$ cat src/sv/lzfg_pkg.sv
`timescale 1ns / 1ps

package lzfg_pkg;

    localparam int BYTE_W      = 8;
    localparam int CODE_W      = 16;
    localparam int DIST_W      = 12;
    localparam int LEN_W       = 4;
    localparam int RUN_W       = 5;
    localparam int MIN_RUN     = 3;
    localparam int GROUP_FLAGS = 8;
    localparam int FLAG_CNT_W  = 4;
    localparam int Q_DEPTH     = 4;
    localparam int Q_AW        = 2;

    // one unit of work for the copy engine
    typedef struct packed {
        logic              is_copy;
        logic [CODE_W-1:0] code;    // literal in the low byte, or the whole token
    } t_cmd;

    typedef struct packed {
        logic full;
        logic empty;
    } t_q_status;

    typedef enum logic [1:0] {
        BK_IDLE,
        BK_READ,
        BK_EMIT
    } t_back_state;

endpackage

$ cat src/sv/lzfg_queue.sv
`timescale 1ns / 1ps

module lzfg_queue (
    input  logic                i_clk,
    input  logic                i_rst_n,
    input  logic                i_push,
    input  lzfg_pkg::t_cmd      i_cmd,
    input  logic                i_pop,
    output lzfg_pkg::t_cmd      o_cmd,
    output lzfg_pkg::t_q_status o_stat
);
    import lzfg_pkg::*;

    t_cmd            r_mem [Q_DEPTH];
    logic [Q_AW-1:0] r_wptr;
    logic [Q_AW-1:0] r_rptr;
    logic [Q_AW:0]   r_count;

    always_ff @(posedge i_clk) begin
        if (!i_rst_n) begin
            r_wptr  <= '0;
            r_rptr  <= '0;
            r_count <= '0;
        end else begin
            if (i_push) begin
                r_wptr <= r_wptr + 1'b1;
            end
            if (i_pop) begin
                r_rptr <= r_rptr + 1'b1;
            end
            r_count <= r_count + (Q_AW+1)'(i_push) - (Q_AW+1)'(i_pop);
        end
    end

    always_ff @(posedge i_clk) begin
        if (i_push) begin
            r_mem[r_wptr] <= i_cmd;
        end
    end

    assign o_cmd        = r_mem[r_rptr];
    assign o_stat.full  = (r_count == (Q_AW+1)'(Q_DEPTH));
    assign o_stat.empty = (r_count == '0);

endmodule

$ cat config.mk
export PLATFORM = sky130hd
export DESIGN_NAME = lzfg_queue
export DESIGN_NICKNAME = d
export VERILOG_FILES = /design/src/sv/lzfg_pkg.sv /design/src/sv/lzfg_queue.sv
export SDC_FILE = /design/constraint.sdc
export NUM_CORES = 1
export LEC_CHECK = 0
export ABC_AREA = 1
export CORE_MARGIN = 5
export CORE_UTILIZATION = 55
export CTS_BUF_LIST = sky130_fd_sc_hd__clkbuf_4 sky130_fd_sc_hd__clkbuf_8
export DETAILED_ROUTE_END_ITERATION = 10
export DONT_BUFFER_PORTS = 1
export PLACE_DENSITY_LB_ADDON = 0.05
export SLEW_MARGIN = 20
export SYNTH_ARGS = -nofsm -noshare
export SYNTH_HDL_FRONTEND = slang
export SYNTH_SLANG_ARGS = --single-unit
$ cat constraint.sdc
create_clock -name i_clk -period 2.1 [get_ports i_clk]
set_input_delay 0.42 -clock i_clk [delete_from_list [all_inputs] [get_ports i_clk]]
set_output_delay 0.42 -clock i_clk [all_outputs]
set_load 0.03 [all_outputs]
Word-level counts from Yosys, hierarchy flattened

Memories as Yosys holds them, arrays and structs flattened. A register that Yosys moved wholly into a read port is not among the register bits.
Index checks and enable logic that the tools add are counted.
W data, S select, Z words.

Word-level logic and storage cells: 14
Input bits: 21
Memories: 1
Register bits after elaboration: 7
Memory bits (writable): 68

Muxes and demuxes: 4
Eq/ne operators: 1
Reductions and logical operators: 1
$add $sub $neg: 4

Memory list:

| memory | words | width | rd ports | clocked after memory_dff | wr ports | RTL line         | source |
|---|---|---|---|---|---|---|---|
| r_mem  | 4     | 17    | 1        | 1                        | 1        | lzfg_queue.sv:14 | `t_cmd r_mem [Q_DEPTH];` |

Operators with widths:

| kind                  | number |
|---|---|
| $add A2 B1 Y2 const B | 2 |
| $mux W2               | 2 |
| $add A3 B1 Y3         | 1 |
| $eq A3 B3 Y1 const B  | 1 |
| $logic_not A3 Y1      | 1 |
| $sub A3 B1 Y3         | 1 |
| $mux W1               | 2 |

Longest topological paths before layout

Word-level depth: 3
Gate-level depth with buffers: 8

Worst setup path after synthesis

OpenSTA, ideal clock, no wires.

Path kind: input to register
Start: in i_pop
End: reg r_count[2]
Stages: 6
Buffers on the path: 0
Data arrival time: 1.411 ns
Slack: 0.574 ns
Cells stage by stage: ha_1 > inv_1 > ha_1 > fa_1 > a21oi_1 > nor2_1

Word-level cells in the longest chain between the ends: 1

RTL lines:

| item                 | RTL line         | source |
|---|---|---|
| start, declared      | lzfg_queue.sv:8  | `input logic i_pop,` |
| $sub A3 B1 Y3        | lzfg_queue.sv:31 | `r_count <= r_count + (Q_AW+1)'(i_push) - (Q_AW+1)'(i_pop);` |
| end signal, assigned | lzfg_queue.sv:31 |  |
| end, declared        | lzfg_queue.sv:17 | `logic [Q_AW:0] r_count;` |

No other way between the ends.
A chain may end at the register's enable or synchronous reset.

==> out/qor.yml <==
hold_viol_final: 0
port_buffers: 0
die_height_um: 85.67
min_period_ns: 1.954
dpl_cell_area_sq_mm: 0.003418
cp-end-kind: "output pin"
ff2ff_path_depth: 7
syn-num-nets: 281
avgViaCountPerCell: 5.003
rsz0062_at_grt: "false"
ff2ff_setup_slack_ns: 0.52
wire_per_inst_um: 14.54
whs_ns: 0.1648
cp_max_fo: 28
worstSkewPairLatency_ns: 0.33
syn_area_sq_mm: 0.003149
critical_path_class: "flop to output pin"
num_rows: 27
critical_path.startpoint_type: "flop"
outcome: "complete, no violations"
leakage_nw: 1.463
arrival_ns: 1.53
grt_max_degree: 35
cts-hold-fix-buffers: 0
drc: 0
slew_viol_final: 0
totalWireLength_mm: 5.175
coreArea_sq_mm: 0.005540
ys_ff_latch: 77
setup_violations: 0
synth_top_cell_by_area: "edfxtp_1"
ys_top_cells_by_area: "edfxtp_1 65%, inv_1 5.8%, dfxtp_1 5.7%, nand2_1 5.2%, o211ai_2 4.0%"
fill_cells: 434
synth.avg_cell_area_sq_um: 12.45
die_area_sq_mm: 0.007339
grt_pass1_vias: 1744
worstMarginPinSlew_ns: 0.5418
diodes: 0
vdd_drop_max_uv: 565.3
antenna_found_initial: 0
htree_num_levels: 3
synth.top_cell.area_share: 0.6484
cp.required_ns: 1.68
drive_gt1_frac: 0.1866
stdcell_area_sq_mm: 0.003638
fp.dieW_um: 85.67
num_vias: 1781
r2r_start: "r_count[0]"
start_util: 0.5684
power_density_mw_per_mm2: 947.4
fin_nets: 307
cts_tree: "done"
grt_pass1_wl_mm: 8.245
netlist_instances: 253
cts_root_buffer: "clkbuf_8"
synthToLayoutAreaGrowth_pct: 15.53
grtUsageTotal: 0.1521
dpl.hpwl_mm: 3.365
place.gp.congestion: 0.7499
drt_iter0_drc: 84
post-cts-setup-buffers: 0
final_antenna_net_count: 0
maxCapViolations: 0
endpoint: "o_cmd[13]"
finClkSkew_ns: 0.009263
worst_setup_hold_path_clk_slew_ns: 0.08
p_total_w: 0.003447
ioPinCount: 40
relSlewSlack: 0.6375
drt_first_pass_iters: 4
yosysWarnings: 0
cts_buffer_depth: 2
grt-ovfl-total: 0
reg2reg_to: "r_count[2]"
cts.sinks: 77
cts_buffers: 9
hp-class: "primary input to flop"
fin_setup_tns_ns: 0
fin_crit_sh: 0.9303
ys_types: 17
synth_seq_area_share: 0.7056
cts.repair.resized: 0
fmax_mhz: 511.9
==> metal layers <==
metal	vias up	global-route usage	wire (um)
met5	-	0	0
met2	40	0.2521	2615
met1	824	0.1729	2131
met4	0	0.08058	58
li1	912	-	-
met3	5	0.05379	369
==> placed cells by master (no fill, tap or decap), drive strengths merged <==
cell,instances
a21oi,23
buf,26
bufinv,2
clkbuf,11
clkinv,3
dfxtp,9
edfxtp,68
fa,1
ha,6
inv,49
nand2,44
nand3,1
nor2,2
nor3,1
o211ai,17
o21ai,21
==> flip-flops by register name (all words and copies together), names as in the netlist, named ones only <==
name / count
r_count: 3
r_mem: 68
r_rptr: 2
r_wptr: 2
==> worst min path at each step <==
stage	startpoint	to	slack, ns	cells past startpoint
3_3_place_gp	r_rptr[1]	flop	0.45	2
6_report	i_pop	r_rptr[0]	0.16	1
2_1_floorplan	r_rptr[1]	flop	0.44	2
3_5_place_dp	r_rptr[1]	r_rptr[1]	0.46	2
5_1_grt	i_cmd[14]	r_mem[0][14]	0.15	0
4_1_cts	i_pop	r_rptr[0]	0.15	1
==> area by class of cell <==
class	count	area (sq um)	area share
multi-input combinational	116	675.6	0.1857
clock buffer	11	145.1	0.03989
inverter	49	183.9	0.05055
timing repair buffer	26	245.2	0.06740
tap	72	90.09	0.02476
clock inverter	5	75.07	0.02063
sequential	77	2223	0.6111
==> power breakdown <==
| part | internal (W) | switching [W] |
|---|---|---|
| clock network | 0.000709 | 0.000483 |
| registers | 0.00175 | 0.0000365 |
| logic | 0.000165 | 0.000305 |
==> cells in the mapped netlist (all sizes together) <==
cell,number
edfxtp,68
nand3,1
clkbuf,2
o21ai,21
buf,9
dfxtp,9
nand2,44
a21oi,23
fa,1
o211ai,17
inv,49
nor2,2
ha,6
nor3,1
==> critical path, stage by stage, from the launching register on <==
cell and delay (ns):
dfxtp_2 0.55, buf_12 0.22, a21oi_1 0.07, o21ai_0 0.09
nand2_1 0.09, buf_4 0.17
==> logic make-up after synthesis <==
logic type               count (synthesis)  synth area share
AO/OA/AOI/OAI                           61            0.1263
adder cells (fa/ha/maj)                  7           0.03019
buffers and inverters                   60           0.07986
flip-flops                              77            0.7056
AND/OR/NAND/NOR                         48           0.05800
==> per-stage QoR <==
step | cells | setup slack [ns] | utilization
2_1_floorplan | 253 | 0.5741 | -
3_3_place_gp | 340 | 0.5276 | 0.6170
3_5_place_dp | 340 | 0.5048 | 0.6170
4_1_cts | 356 | 0.1272 | 0.6567
5_1_grt | 356 | 0.02340 | 0.6567
6_report | 356 | 0.1463 | 0.6567
Power figures use the tool's default switching activity.
