## src/sv/lzfg_pkg.sv

```systemverilog
`timescale 1ns / 1ps

package lzfg_pkg;

    localparam int BYTE_W      = 8;
    localparam int CODE_W      = 16;
    localparam int DIST_W      = 12;
    localparam int LEN_W       = 4;
    localparam int RUN_W       = 5;
    localparam int MIN_RUN     = 3;
    localparam int GROUP_FLAGS = 8;
    localparam int FLAG_CNT_W  = 4;
    localparam int Q_DEPTH     = 4;
    localparam int Q_AW        = 2;

    // one unit of work for the copy engine
    typedef struct packed {
        logic              is_copy;
        logic [CODE_W-1:0] code;    // literal in the low byte, or the whole token
    } t_cmd;

    typedef struct packed {
        logic full;
        logic empty;
    } t_q_status;

    typedef enum logic [1:0] {
        BK_IDLE,
        BK_READ,
        BK_EMIT
    } t_back_state;

endpackage

```

## src/sv/lzfg_front.sv

```systemverilog
`timescale 1ns / 1ps

module lzfg_front (
    input  logic                i_clk,
    input  logic                i_rst_n,
    input  logic                i_s_tvalid,
    output logic                o_s_tready,
    input  logic [7:0]          i_s_tdata,
    input  logic                i_s_tlast,
    input  lzfg_pkg::t_q_status i_q_stat,
    output logic                o_push,
    output lzfg_pkg::t_cmd      o_cmd
);
    import lzfg_pkg::*;

    logic [BYTE_W-1:0]     r_flag_bits, n_flag_bits;
    logic [FLAG_CNT_W-1:0] r_flags_left, n_flags_left;
    logic [BYTE_W-1:0]     r_tok_low, n_tok_low;
    logic                  r_tok_pend, n_tok_pend;
    logic                  accept;

    assign o_s_tready = !i_q_stat.full;
    assign accept     = i_s_tvalid && !i_q_stat.full;

    always_ff @(posedge i_clk) begin
        if (!i_rst_n) begin
            r_flag_bits  <= '0;
            r_flags_left <= '0;
            r_tok_low    <= '0;
            r_tok_pend   <= 1'b0;
        end else begin
            r_flag_bits  <= n_flag_bits;
            r_flags_left <= n_flags_left;
            r_tok_low    <= n_tok_low;
            r_tok_pend   <= n_tok_pend;
        end
    end

    always_comb begin
        n_flag_bits  = r_flag_bits;
        n_flags_left = r_flags_left;
        n_tok_low    = r_tok_low;
        n_tok_pend   = r_tok_pend;
        o_push       = 1'b0;
        o_cmd        = '{is_copy: 1'b0, code: {{(CODE_W-BYTE_W){1'b0}}, i_s_tdata}};
        if (accept) begin
            priority if (r_flags_left == '0) begin
                // control byte opens a new flag group
                n_flag_bits  = i_s_tdata;
                n_flags_left = i_s_tlast ? '0 : FLAG_CNT_W'(GROUP_FLAGS);
                n_tok_pend   = 1'b0;
            end else if (r_tok_pend) begin
                o_push       = 1'b1;
                o_cmd        = '{is_copy: 1'b1, code: {i_s_tdata, r_tok_low}};
                n_tok_pend   = 1'b0;
                n_flag_bits  = r_flag_bits >> 1;
                n_flags_left = i_s_tlast ? '0 : r_flags_left - 1'b1;
            end else if (r_flag_bits[0]) begin
                // token split by a block end is dropped
                if (i_s_tlast) begin
                    n_flags_left = '0;
                    n_tok_pend   = 1'b0;
                end else begin
                    n_tok_low  = i_s_tdata;
                    n_tok_pend = 1'b1;
                end
            end else begin
                o_push       = 1'b1;
                n_flag_bits  = r_flag_bits >> 1;
                n_flags_left = i_s_tlast ? '0 : r_flags_left - 1'b1;
            end
        end
    end

endmodule

```

## config.mk

```make
export PLATFORM = sky130hd
export DESIGN_NAME = lzfg_front
export DESIGN_NICKNAME = d
export VERILOG_FILES = /design/src/sv/lzfg_pkg.sv /design/src/sv/lzfg_front.sv
export SDC_FILE = /design/constraint.sdc
export NUM_CORES = 1
export LEC_CHECK = 0
export BUFFER_PORTS_ARGS = -buffer_cell sky130_fd_sc_hd__buf_2
export CELL_PAD_IN_SITES_DETAIL_PLACEMENT = 1
export CELL_PAD_IN_SITES_GLOBAL_PLACEMENT = 2
export CORE_MARGIN = 2
export CORE_UTILIZATION = 30
export CTS_CLUSTER_DIAMETER = 80
export CTS_CLUSTER_SIZE = 40
export DETAILED_ROUTE_END_ITERATION = 8
export GPL_TIMING_DRIVEN = 0
export PLACE_DENSITY_LB_ADDON = 0.1
export SETUP_SLACK_MARGIN = 0.1
export SLEW_MARGIN = 0
export SYNTH_ARGS = -nofsm -noshare
export SYNTH_HDL_FRONTEND = slang
export SYNTH_SLANG_ARGS = --single-unit
export TNS_END_PERCENT = 100
```

## constraint.sdc

```tcl
create_clock -name i_clk -period 4.2 [get_ports i_clk]
set_input_delay 0.42 -clock i_clk [delete_from_list [all_inputs] [get_ports i_clk]]
set_output_delay 0.42 -clock i_clk [all_outputs]
set_load 0.01 [all_outputs]
```

==> Word-level counts from Yosys, hierarchy flattened <==
Index checks and enable logic that the tools add are counted.
{ "totals": {"word_cells": 37, "regBits": 21, "out_inout_bits": 19} }
{ "classes": {"n_mux": 20, "addsub": 1, "reduce_logical": 6, "n_bitwise": 3, "eq_ne": 2} }
{ "ops": {"columns": ["op", "n"], "rows": [
  ["two-way mux 17 bit", 3],
  ["two-way mux 4 bit", 6],
  ["two-way mux 8 bit", 3],
  ["two-way mux 1 bit", 8],
  ["AND reduction 5 bit", 1],
  ["zero test 4 bit", 1],
  ["inequality test 4 x 2 -> 1 bit (second input constant)", 1],
  ["AND reduction 2 bit", 2],
  ["subtractor 4 x 1 -> 4 bit (second input constant)", 1],
  ["inequality test 3 x 1 -> 1 bit (second input constant)", 1],
  ["inverter 1 bit", 3],
  ["logical AND 1 bit", 1],
  ["zero test 1 bit", 1]
]} }

==> Depth between registers and ports, before layout <==
Gate-level depths: netlist (run 1).
{ "logic_depth": {"depth_word": 5, "depth_mapped": 8} }

==> Worst setup path before layout (run 1) <==
No wires, ideal clock.
{ "synth_path": {"path_type": "reg-to-output", "start": "register r_flags_left[0]", "end": "output port o_cmd[12] in the netlist's numbering", "setup_slack_ns": 2.281, "arrival_ns": 1.499, "path_stages_with_launch": 8, "path_cell_list": "dfxtp_1 inv_1 ha_1 or3b_1 nand3_2 inv_2 buf_2 and2_1"} }
{ "synth_rtl": {"columns": ["item", "line", "text"], "rows": [
  ["from (decl)", "lzfg_front.sv:17", "logic [FLAG_CNT_W-1:0] r_flags_left, n_flags_left;"],
  ["from (signal assigned)", "lzfg_front.sv:33", "r_flags_left <= n_flags_left;"],
  ["to (decl)", "lzfg_front.sv:12", "output lzfg_pkg::t_cmd o_cmd"]
]} }

==> parameters.txt, run 1 <==
Parameter                              Value

Run status
  Run status    completed

Yosys
  Largest area contributor in the synthesized netlist    sky130_fd_sc_hd__dfxtp_1
  Top cell type's share of synthesized area    0.373
  Share of the yosys chip area belonging to registers    0.373
  Largest cells by area after synthesis    sky130_fd_sc_hd__dfxtp_1, sky130_fd_sc_hd__nand2_1, sky130_fd_sc_hd__mux2i_1
  Distinct cell type count of the synthesized netlist    31
  Net Count, Synth    158
  Cell count after synthesis    142
  Average instance area after synthesis    7.94 µm²
  Total of flip-flops plus latches after synthesis    21
  Synth warnings    0
  Post-synth design cell area    1130 µm²

Clocking
  CTS Buf Count    3
  Bufs on Longest Clock Path    2
  CTS root buffer    sky130_fd_sc_hd__clkbuf_8
  CTS clock-pin slew for the worst setup and hold paths    0.08 ns
  H-tree levels    1
  Number of hold buffers added after CTS    0
  Post-CTS Setup Repair Bufs    0
  Clock latency on the worst-skew pair    0.26 ns
  Cells resized by post-CTS repair    0
  TritonCTS clock tree    done
  Count of clock tree sinks    21

Detailed routing
  Drt pass-1 iters    3
  Number of nets with antenna violations after detailed routing    0
  Vias per Instance    4.93
  Iteration-0 DRC count of the detailed router    27
  Number of design rule violations left after detail routing    0
  Number of vias in the routed layout    1110
  Average wire length per cell after detail routing    14.1 µm
  Wire length reported by the detailed router    3.17 mm

Power and ir drop
  Flop pwr share    0.497
  Internal power of the cells    0.306 mW
  Overall power of the completed layout    0.429 mW
  Worst vdd rail ir drop    169 µV
  Switching power share of the total    0.287
  Cell area power density    308 nW/µm²
  Leakage    0.672 nW
  Net switching power figure    0.123 mW
  Clock share of power    0.318
  Combinational cell fraction of total power    0.185

GRT
  Largest net degree at the start of global routing    14
  Global routing usage summed across all routing layers    0.161
  Global-route wire length before repair    5.33 mm
  Via count of the first global-routing pass    1093
  Number of antenna violations at the first check in global routing    0
  Congestion Overflow GR    0

Hold path
  Class of the tightest hold or removal check    input port to flip-flop
  Worst Hold Depth    3
  Start point of the worst min-delay path    i_s_tdata[5]

Timing
  Fin crit period    2.50 ns
  Max frequency    0.400 GHz
  Worst clock skew    0.00277 ns
  Final worst setup slack    1.70 ns
  Final Slew Violations    0
  Final worst hold slack    0.459 ns
  Setup TNS    0 ns
  Setup repair after global routing missed its margin    false
  Worst-case headroom to the max-slew limit    0.650
  Final Hold Fails    0
  Transition time at the pin with the least slew margin    0.524 ns
  Number of endpoints failing setup at the final stage    0
  Period utilization    0.596

Setup path
  Endpoint arrival time on the critical path    2.08 ns
  Buf/Inv on CP    4
  Startpoint-to-endpoint class of the critical path    flip-flop to output pin
  Startpoint kind of the worst setup timing path    flip-flop
  Crit path required time    3.78 ns
  Kind of cell adding the most delay to the critical path    simple AND/OR/NAND/NOR gates
  Slowest stage delay, CP    0.40 ns
  Slowest-stage cell, CP    sky130_fd_sc_hd__or3b_1
  Critical Path Most Common Cell    sky130_fd_sc_hd__buf_2
  Crit. Startpoint    r_flags_left[0]
  Critical Path Sink Type    output pin
  Cells along the critical path    inv_1 > ha_1 > or3b_1 > nand3_2 > inv_2 > buf_2 > and2_1 > buf_2
  Logic depth of the worst path, buffers included    8
  Cells on worst reg2reg path    7
  Worst r2r src    r_flags_left[0]
  Max Fanout on Critical Path    10

Place
  Placer Congestion    0.840
  Placement-stage cell area    1340 µm²
  Placed Instances    221
  Placed wire-length estimate    2.44 mm
  Post-Place Setup Slack    1.97 ns
  Port-buffer cells    31

Finish
  End-of-flow core utilization    0.383
  Net count of the finished layout    194
  Layout Cells excl Fill    225
  Diodes inserted    0
  Area growth syn-to-layout    23.4%
  Finished layout cell area    1390 µm²
  Commonest cells after routing, fill and taps aside    sky130_fd_sc_hd__buf_2, sky130_fd_sc_hd__nand2_1, sky130_fd_sc_hd__dfxtp_1, sky130_fd_sc_hd__o21ai_0, sky130_fd_sc_hd__nor2b_1
  Proportion of layout cells with a drive suffix above 1    0.232
  Count of filler cells inserted in the layout    480
  Most common library cell in the layout ignoring fill and taps    sky130_fd_sc_hd__buf_2

Floorplan
  Area of the die    4260 µm²
  Die H    65.3 µm
  Width of the die    65.3 µm
  Number of top-level design ports    33
  Core area    3630 µm²
  Number of core rows    22
  Initial core utilization    0.310

Job
  Count of maximum capacitance violations    0
-- path summary, 6_finish.rpt --
| kind | to | slack, ns |
|---|---|---|
| worst max-delay path | o_cmd[12] | 1.70 |
| worst min-delay path | r_tok_low[5] | 0.46 |
| worst max register to register | r_flags_left[1] | 2.34 |
| worst min register to register | r_flags_left[3] | 0.52 |
-- per-layer routing --
metal / global-route usage / vias to the layer above / share of wire
met5: 0 / - / 0
met4: 0.0547 / 0 / 0.013
met3: 0.0223 / 5 / 0.039
met2: 0.259 / 24 / 0.44
met1: 0.222 / 520 / 0.51
li1: - / 561 / -
-- power by group through the flow --
stage / Combinational, mW / Sequential [mW] / Clock (mW)
4_1_cts: 0.0808 / 0.213 / 0.145
3_3_place_gp: 0.0779 / 0.217 / 0
3_5_place_dp: 0.0804 / 0.218 / 0
5_1_grt: 0.0898 / 0.214 / 0.151
2_1_floorplan: 0.0502 / 0.216 / 0
6_report: 0.0794 / 0.213 / 0.136
-- final cells by class --
type / instances / area [µm²] / area share
Buffer: 6 / 32.5 / 0.0234
Clock buffer: 3 / 41.3 / 0.0297
Clock inverter: 1 / 7.51 / 0.00540
Inverter: 6 / 22.5 / 0.0162
Multi-Input combinational cell: 109 / 652 / 0.469
Sequential cell: 21 / 420 / 0.302
Tap cell: 48 / 60.1 / 0.0432
Timing Repair Buffer: 31 / 155 / 0.112
-- cells in the mapped netlist, drive strengths merged --
library cell,n
a21boi,1
a21oi,9
a311o,1
a31oi,1
a32oi,1
and2,8
and2b,1
buf,3
clkbuf,3
dfxtp,21
ha,2
inv,6
mux2i,8
nand2,26
nand2b,3
nand3,3
nor2,3
nor2b,10
nor3,2
nor3b,1
o21ai,15
o31ai,2
o32ai,1
or3,8
or3b,1
or4,2
-- tightest hold or removal path: stages --
cell and delay (ns):
sky130_fd_sc_hd__buf_2 0.11, sky130_fd_sc_hd__mux2i_1 0.07, sky130_fd_sc_hd__nor2b_1 0.10
-- flip-flops by register name (all words and copies together) (netlist names) --
| signal | cells |
|---|---|
| r_flag_bits | 8 |
| r_tok_low | 8 |
| r_flags_left | 4 |
| r_tok_pend | 1 |
-- cells by family after synthesis --
group,Yosys count,synth area share
AND/OR/NAND/NOR,68,0.319
AO/OA/AOI/OAI,31,0.166
flip-flops,21,0.373
buffers and inverters,12,0.0488
multiplexers,8,0.0710
adder cells (fa/ha/maj),2,0.0222
Power figures use the tool's default switching activity.
==> inputs of run 2 (changes only) <==
- CORE_UTILIZATION: 30 -> 28
- clock period: 4.2 -> 2.5 ns (I/O delays scaled with it)
==> parameters.txt, run 2 (synthesized netlist as in run 1, its figures left out) <==
Parameter                              Value

Clocking
  CTS clock-pin slew for the worst setup and hold paths    0.08 ns (about the same)
  CTS root buffer    sky130_fd_sc_hd__clkbuf_8 (unchanged)
  H-tree levels    1 (unchanged)
  Bufs on Longest Clock Path    2 (unchanged)
  CTS Buf Count    3 (unchanged)
  Number of hold buffers added after CTS    0 (unchanged)
  TritonCTS clock tree    done (unchanged)
  Clock latency on the worst-skew pair    0.26 ns (about the same)
  Count of clock tree sinks    21 (unchanged)

Place
  Placer Congestion    0.831 (was 0.840)
  Port-buffer cells    31 (unchanged)
  Placed wire-length estimate    2.53 mm (was 2.44 mm)
  Post-Place Setup Slack    0.431 ns (was 1.97 ns)
  Placed Instances    223 (was 221)

Detailed routing
  Drt pass-1 iters    4 (was 3)
  Number of vias in the routed layout    1126 (was 1110)
  Vias per Instance    4.90 (was 4.93)
  Number of design rule violations left after detail routing    0 (unchanged)
  Average wire length per cell after detail routing    14.4 µm (was 14.1 µm)
  Number of nets with antenna violations after detailed routing    0 (unchanged)
  Wire length reported by the detailed router    3.31 mm (was 3.17 mm)
  Iteration-0 DRC count of the detailed router    43 (was 27)

Power and ir drop
  Worst vdd rail ir drop    206 µV (was 169 µV)
  Cell area power density    510 nW/µm² (was 308 nW/µm²)
  Overall power of the completed layout    0.726 mW (was 0.429 mW)
  Leakage    0.688 nW (was 0.672 nW)

Timing
  Worst clock skew    0.00305 ns (was 0.00277 ns)
  Setup repair after global routing missed its margin    false (unchanged)
  Fin crit period    2.22 ns
  Transition time at the pin with the least slew margin    0.525 ns (was 0.524 ns)
  Final Slew Violations    0 (unchanged)
  Setup TNS    0 ns (unchanged)
  Period utilization    0.889
  Number of endpoints failing setup at the final stage    0 (unchanged)
  Final worst setup slack    0.276 ns (was 1.70 ns)
  Final Hold Fails    0 (unchanged)
  Worst-case headroom to the max-slew limit    0.649 (was 0.650)
  Max frequency    0.450 GHz

Finish
  Biggest regs    r_flag_bits: 8 flops, r_tok_low: 8 flops, r_flags_left: 4 flops (unchanged)
  Area growth syn-to-layout    26.3% (was 23.4%)
  Most common library cell in the layout ignoring fill and taps    sky130_fd_sc_hd__buf_2 (unchanged)
  Diodes inserted    0 (unchanged)
  Layout Cells excl Fill    230 (was 225)
  Commonest cells after routing, fill and taps aside    sky130_fd_sc_hd__buf_2, sky130_fd_sc_hd__nand2_1, sky130_fd_sc_hd__dfxtp_1, sky130_fd_sc_hd__o21ai_0, sky130_fd_sc_hd__nor2b_1 (unchanged)
  Proportion of layout cells with a drive suffix above 1    0.244 (was 0.232)
  Net count of the finished layout    197 (was 194)

GRT
  Congestion Overflow GR    0 (unchanged)
  Via count of the first global-routing pass    1108 (was 1093)
  Global-route wire length before repair    5.52 mm (was 5.33 mm)
  Global routing usage summed across all routing layers    0.160 (was 0.161)
  Largest net degree at the start of global routing    13 (was 14)
  Number of antenna violations at the first check in global routing    0 (unchanged)

Setup path
  Endpoint arrival time on the critical path    1.97 ns (was 2.08 ns)
  Slowest stage delay, CP    0.43 ns (was 0.40 ns)
  Worst r2r src    r_flags_left[0] (unchanged)
  Critical Path Sink Type    output pin (unchanged)
  Startpoint kind of the worst setup timing path    flip-flop (unchanged)
  Slowest-stage cell, CP    sky130_fd_sc_hd__or3b_1 (unchanged)
  Max Fanout on Critical Path    10 (unchanged)
  Crit path required time    2.25 ns (was 3.78 ns)
  Crit. Startpoint    r_flags_left[0] (unchanged)
  Cells along the critical path    inv_1 > ha_1 > or3b_1 > nand3_4 > inv_2 > clkbuf_4 > and2_1 > buf_2 (was inv_1 > ha_1 > or3b_1 > nand3_2 > inv_2 > buf_2 > and2_1 > buf_2)
  Cells on worst reg2reg path    7 (unchanged)
  Startpoint-to-endpoint class of the critical path    flip-flop to output pin (unchanged)

Hold path
  Worst Hold Depth    3 (unchanged)
  Class of the tightest hold or removal check    input port to flip-flop (unchanged)
  Start point of the worst min-delay path    i_s_tdata[5] (unchanged)

Job
  Count of maximum capacitance violations    0 (unchanged)

Floorplan
  Core area    3940 µm² (was 3630 µm²)
  Die H    67.5 µm (was 65.3 µm)
  Number of top-level design ports    33 (unchanged)
  Width of the die    67.5 µm (was 65.3 µm)
  Initial core utilization    0.286 (was 0.310)
  Area of the die    4550 µm² (was 4260 µm²)
  Number of core rows    23 (was 22)

Run status
  Run status    completed (unchanged)
==> run 2: critical path, delay by kind of cell, from the launching register on <==
| family | cells | cell delay (ns) |
|---|---|---|
| adder cells (fa/ha/maj) | 1 | 0.16 |
| flip-flops | 1 | 0.35 |
| buffers and inverters | 4 | 0.48 |
| AND/OR/NAND/NOR | 3 | 0.71 |
==> run 2: stage by stage <==
stage	utilization	area [µm²]	hold WS, ns
2_1_floorplan	-	1130	0.378
3_3_place_gp	0.341	1350	0.491
3_5_place_dp	0.341	1350	0.499
4_1_cts	0.353	1390	0.292
5_1_grt	0.361	1420	0.314
6_report	0.361	1420	0.287
==> run 2: routing by layer <==
layer	track usage	vias to the layer above	part of all wire
met5	0	-	0
met4	0.0485	0	0.011
met3	0.0217	5	0.032
met2	0.250	22	0.46
met1	0.230	533	0.50
li1	-	566	-
==> run 2: what timing repair did <==
action                                  in CTS  in global routing
setup buffers                                0                  3
resized for setup                            0                  2
endpoints found under the setup margin       0                 10
endpoints found under the hold margin        0                  0
==> run 2: layout make-up <==
class | count | area (µm²)
sequential | 21 | 420
buffer | 6 | 35.0
multi-input combinational | 109 | 659
fill | 498 | 2520
timing repair buffer | 34 | 178
tap | 50 | 62.6
clock buffer | 3 | 41.3
inverter | 6 | 22.5
clock inverter | 1 | 5.00
==> run 2: report_power, final <==
part	internal [mW]	switching [mW]	leakage, nW
Sequential	0.349	0.0101	0.171
Clock	0.111	0.119	0.0255
Combinational	0.0532	0.0834	0.491
Total	0.513	0.213	0.688
==> run 2: worst paths after layout <==
path                                         to  slack, ns
worst max-delay path                  o_cmd[12]       0.28
worst min-delay path               r_tok_low[5]       0.29
worst max register to register     r_tok_low[5]       0.64
worst min register to register  r_flags_left[3]       0.52
==> inputs of run 3 (changes only) <==
- PLACE_DENSITY: unset -> 0.79
- PLACE_DENSITY_LB_ADDON: 0.1 -> unset
==> parameters.txt, run 3 (synthesized netlist as in run 1, its figures left out) <==
Parameter                              Value

Detailed routing
  Wire length reported by the detailed router    3.22 mm (was 3.31 mm)
  Average wire length per cell after detail routing    14.2 µm (was 14.4 µm)
  Number of vias in the routed layout    1112 (was 1126)
  Drt pass-1 iters    4 (unchanged)
  Vias per Instance    4.90 (about the same)
  Number of design rule violations left after detail routing    0 (unchanged)
  Number of nets with antenna violations after detailed routing    0 (unchanged)
  Iteration-0 DRC count of the detailed router    45 (was 43)

Finish
  Biggest regs    r_flag_bits: 8 flops, r_tok_low: 8 flops, r_flags_left: 4 flops (unchanged)
  Proportion of layout cells with a drive suffix above 1    0.237 (was 0.244)
  Area growth syn-to-layout    24.8% (was 26.3%)
  Count of filler cells inserted in the layout    513 (was 498)
  Net count of the finished layout    194 (was 197)
  Most common library cell in the layout ignoring fill and taps    sky130_fd_sc_hd__buf_2 (unchanged)
  Commonest cells after routing, fill and taps aside    sky130_fd_sc_hd__buf_2, sky130_fd_sc_hd__nand2_1, sky130_fd_sc_hd__dfxtp_1, sky130_fd_sc_hd__o21ai_0, sky130_fd_sc_hd__nor2b_1 (unchanged)
  Diodes inserted    0 (unchanged)
  Finished layout cell area    1410 µm² (was 1420 µm²)

Setup path
  Critical Path Sink Type    output pin (unchanged)
  Kind of cell adding the most delay to the critical path    simple AND/OR/NAND/NOR gates (unchanged)
  Crit path required time    2.25 ns (about the same)
  Cells along the critical path    inv_1 > ha_1 > or3b_4 > nand3_4 > inv_4 > clkbuf_4 > and2_1 > buf_2 (was inv_1 > ha_1 > or3b_1 > nand3_4 > inv_2 > clkbuf_4 > and2_1 > buf_2)
  Buf/Inv on CP    4 (unchanged)
  Max Fanout on Critical Path    10 (unchanged)
  Slowest stage delay, CP    0.41 ns (was 0.43 ns)
  Endpoint arrival time on the critical path    2.00 ns (was 1.97 ns)
  Cells on worst reg2reg path    7 (unchanged)
  Startpoint-to-endpoint class of the critical path    flip-flop to output pin (unchanged)
  Startpoint kind of the worst setup timing path    flip-flop (unchanged)
  Slowest-stage cell, CP    sky130_fd_sc_hd__or3b_4 (was sky130_fd_sc_hd__or3b_1)
  Logic depth of the worst path, buffers included    8 (unchanged)

Run status
  Run status    completed (unchanged)

Clocking
  Count of clock tree sinks    21 (unchanged)
  CTS root buffer    sky130_fd_sc_hd__clkbuf_8 (unchanged)
  TritonCTS clock tree    done (unchanged)
  Number of hold buffers added after CTS    0 (unchanged)
  CTS clock-pin slew for the worst setup and hold paths    0.08 ns (about the same)
  Post-CTS Setup Repair Bufs    0 (unchanged)
  Cells resized by post-CTS repair    0 (unchanged)
  Clock latency on the worst-skew pair    0.26 ns (about the same)
  Bufs on Longest Clock Path    2 (unchanged)
  H-tree levels    1 (unchanged)
  CTS Buf Count    3 (unchanged)

GRT
  Met2 Usage GRT    0.257 (was 0.250)
  Largest net degree at the start of global routing    13 (unchanged)
  Congestion Overflow GR    0 (unchanged)
  Via count of the first global-routing pass    1050 (was 1108)
  Global routing usage summed across all routing layers    0.151 (was 0.160)
  Number of antenna violations at the first check in global routing    0 (unchanged)
  GR peak layer    met2 (unchanged)
  Global-route wire length before repair    5.22 mm (was 5.52 mm)
  Met3 Use GR    0.0200 (was 0.0217)
  GR met1 Demand/Resource    0.197 (was 0.230)

Timing
  Period utilization    0.901 (was 0.889)
  Worst-case headroom to the max-slew limit    0.647 (was 0.649)
  Setup TNS    0 ns (unchanged)
  Fin crit period    2.25 ns (was 2.22 ns)
  Transition time at the pin with the least slew margin    0.528 ns (was 0.525 ns)
  Max frequency    0.444 GHz (was 0.450 GHz)
  Setup repair after global routing missed its margin    false (unchanged)
  Final Slew Violations    0 (unchanged)
  Final Hold Fails    0 (unchanged)
  Worst clock skew    0.00225 ns (was 0.00305 ns)
  Number of endpoints failing setup at the final stage    0 (unchanged)
  Final worst setup slack    0.248 ns (was 0.276 ns)

Floorplan
  Number of core rows    23 (unchanged)
  Number of top-level design ports    33 (unchanged)
  Area of the die    4550 µm² (unchanged)
  Initial core utilization    0.286 (unchanged)
  Width of the die    67.5 µm (unchanged)
  Die H    67.5 µm (unchanged)
  Core area    3940 µm² (unchanged)

Job
  Count of maximum capacitance violations    0 (unchanged)

Power and ir drop
  Leakage    0.672 nW (was 0.688 nW)
  Worst vdd rail ir drop    187 µV (was 206 µV)
  Cell area power density    519 nW/µm² (was 510 nW/µm²)
  Overall power of the completed layout    0.729 mW (was 0.726 mW)

Place
  Placement-stage cell area    1350 µm² (unchanged)
  Placed wire-length estimate    2.47 mm (was 2.53 mm)
  Placer Congestion    0.809 (was 0.831)
  Post-Place Setup Slack    0.422 ns (was 0.431 ns)
  Port-buffer cells    31 (unchanged)

Hold path
  Worst Hold Depth    3 (unchanged)
  Class of the tightest hold or removal check    input port to flip-flop (unchanged)
==> run 3: cell count changes in the layout (fill, tap and decap cells not counted), sizes merged <==
cell | before | now
buf | 36 | 33
==> run 3: layer usage <==
metal	up-vias	share of wire
li1	556	-
met1	526	0.48
met2	25	0.47
met3	5	0.035
met4	0	0.012
met5	-	0
==> run 3: path summary, 6_finish.rpt <==
path                                      start         endpoint  slack, ns
worst min register to register  r_flags_left[3]  r_flags_left[3]       0.52
worst max register to register  r_flags_left[0]  r_flags_left[3]       0.59
worst min-delay path               i_s_tdata[1]     r_tok_low[1]       0.30
worst max-delay path            r_flags_left[0]        o_cmd[12]       0.25
==> run 3: area by class of cell <==
cell class              count  area, µm²  area share
repair buffers             31        155       0.110
clock buffers               3       41.3      0.0294
clock inverters             1       5.00     0.00356
flip-flops and latches     21        420       0.299
multi-input cells         109        662       0.471
inverters                   6       25.0      0.0178
plain buffers               6       35.0      0.0249
well taps                  50       62.6      0.0445
==> run 3: worst reg2reg max path: cells and delay by family, from the launching register on <==
kind | cells | cell delay [ns]
buffers and inverters | 2 | 0.46
AO/OA/AOI/OAI | 3 | 0.62
adder cells (fa/ha/maj) | 1 | 0.15
flip-flops | 1 | 0.36
AND/OR/NAND/NOR | 1 | 0.26
==> run 3: report_power, final <==
group | switching (mW) | internal [mW]
combinational | 0.0834 | 0.0548
sequential | 0.0101 | 0.349
clock | 0.121 | 0.111
total | 0.215 | 0.515
==> run 3: metrics by stage <==
step	util	hold WS (ns)	std cells
after floorplan	-	0.378	142
after global placement	0.341	0.488	223
after detailed placement	0.341	0.502	223
after CTS	0.353	0.298	227
after global routing	0.357	0.304	227
final	0.357	0.303	227
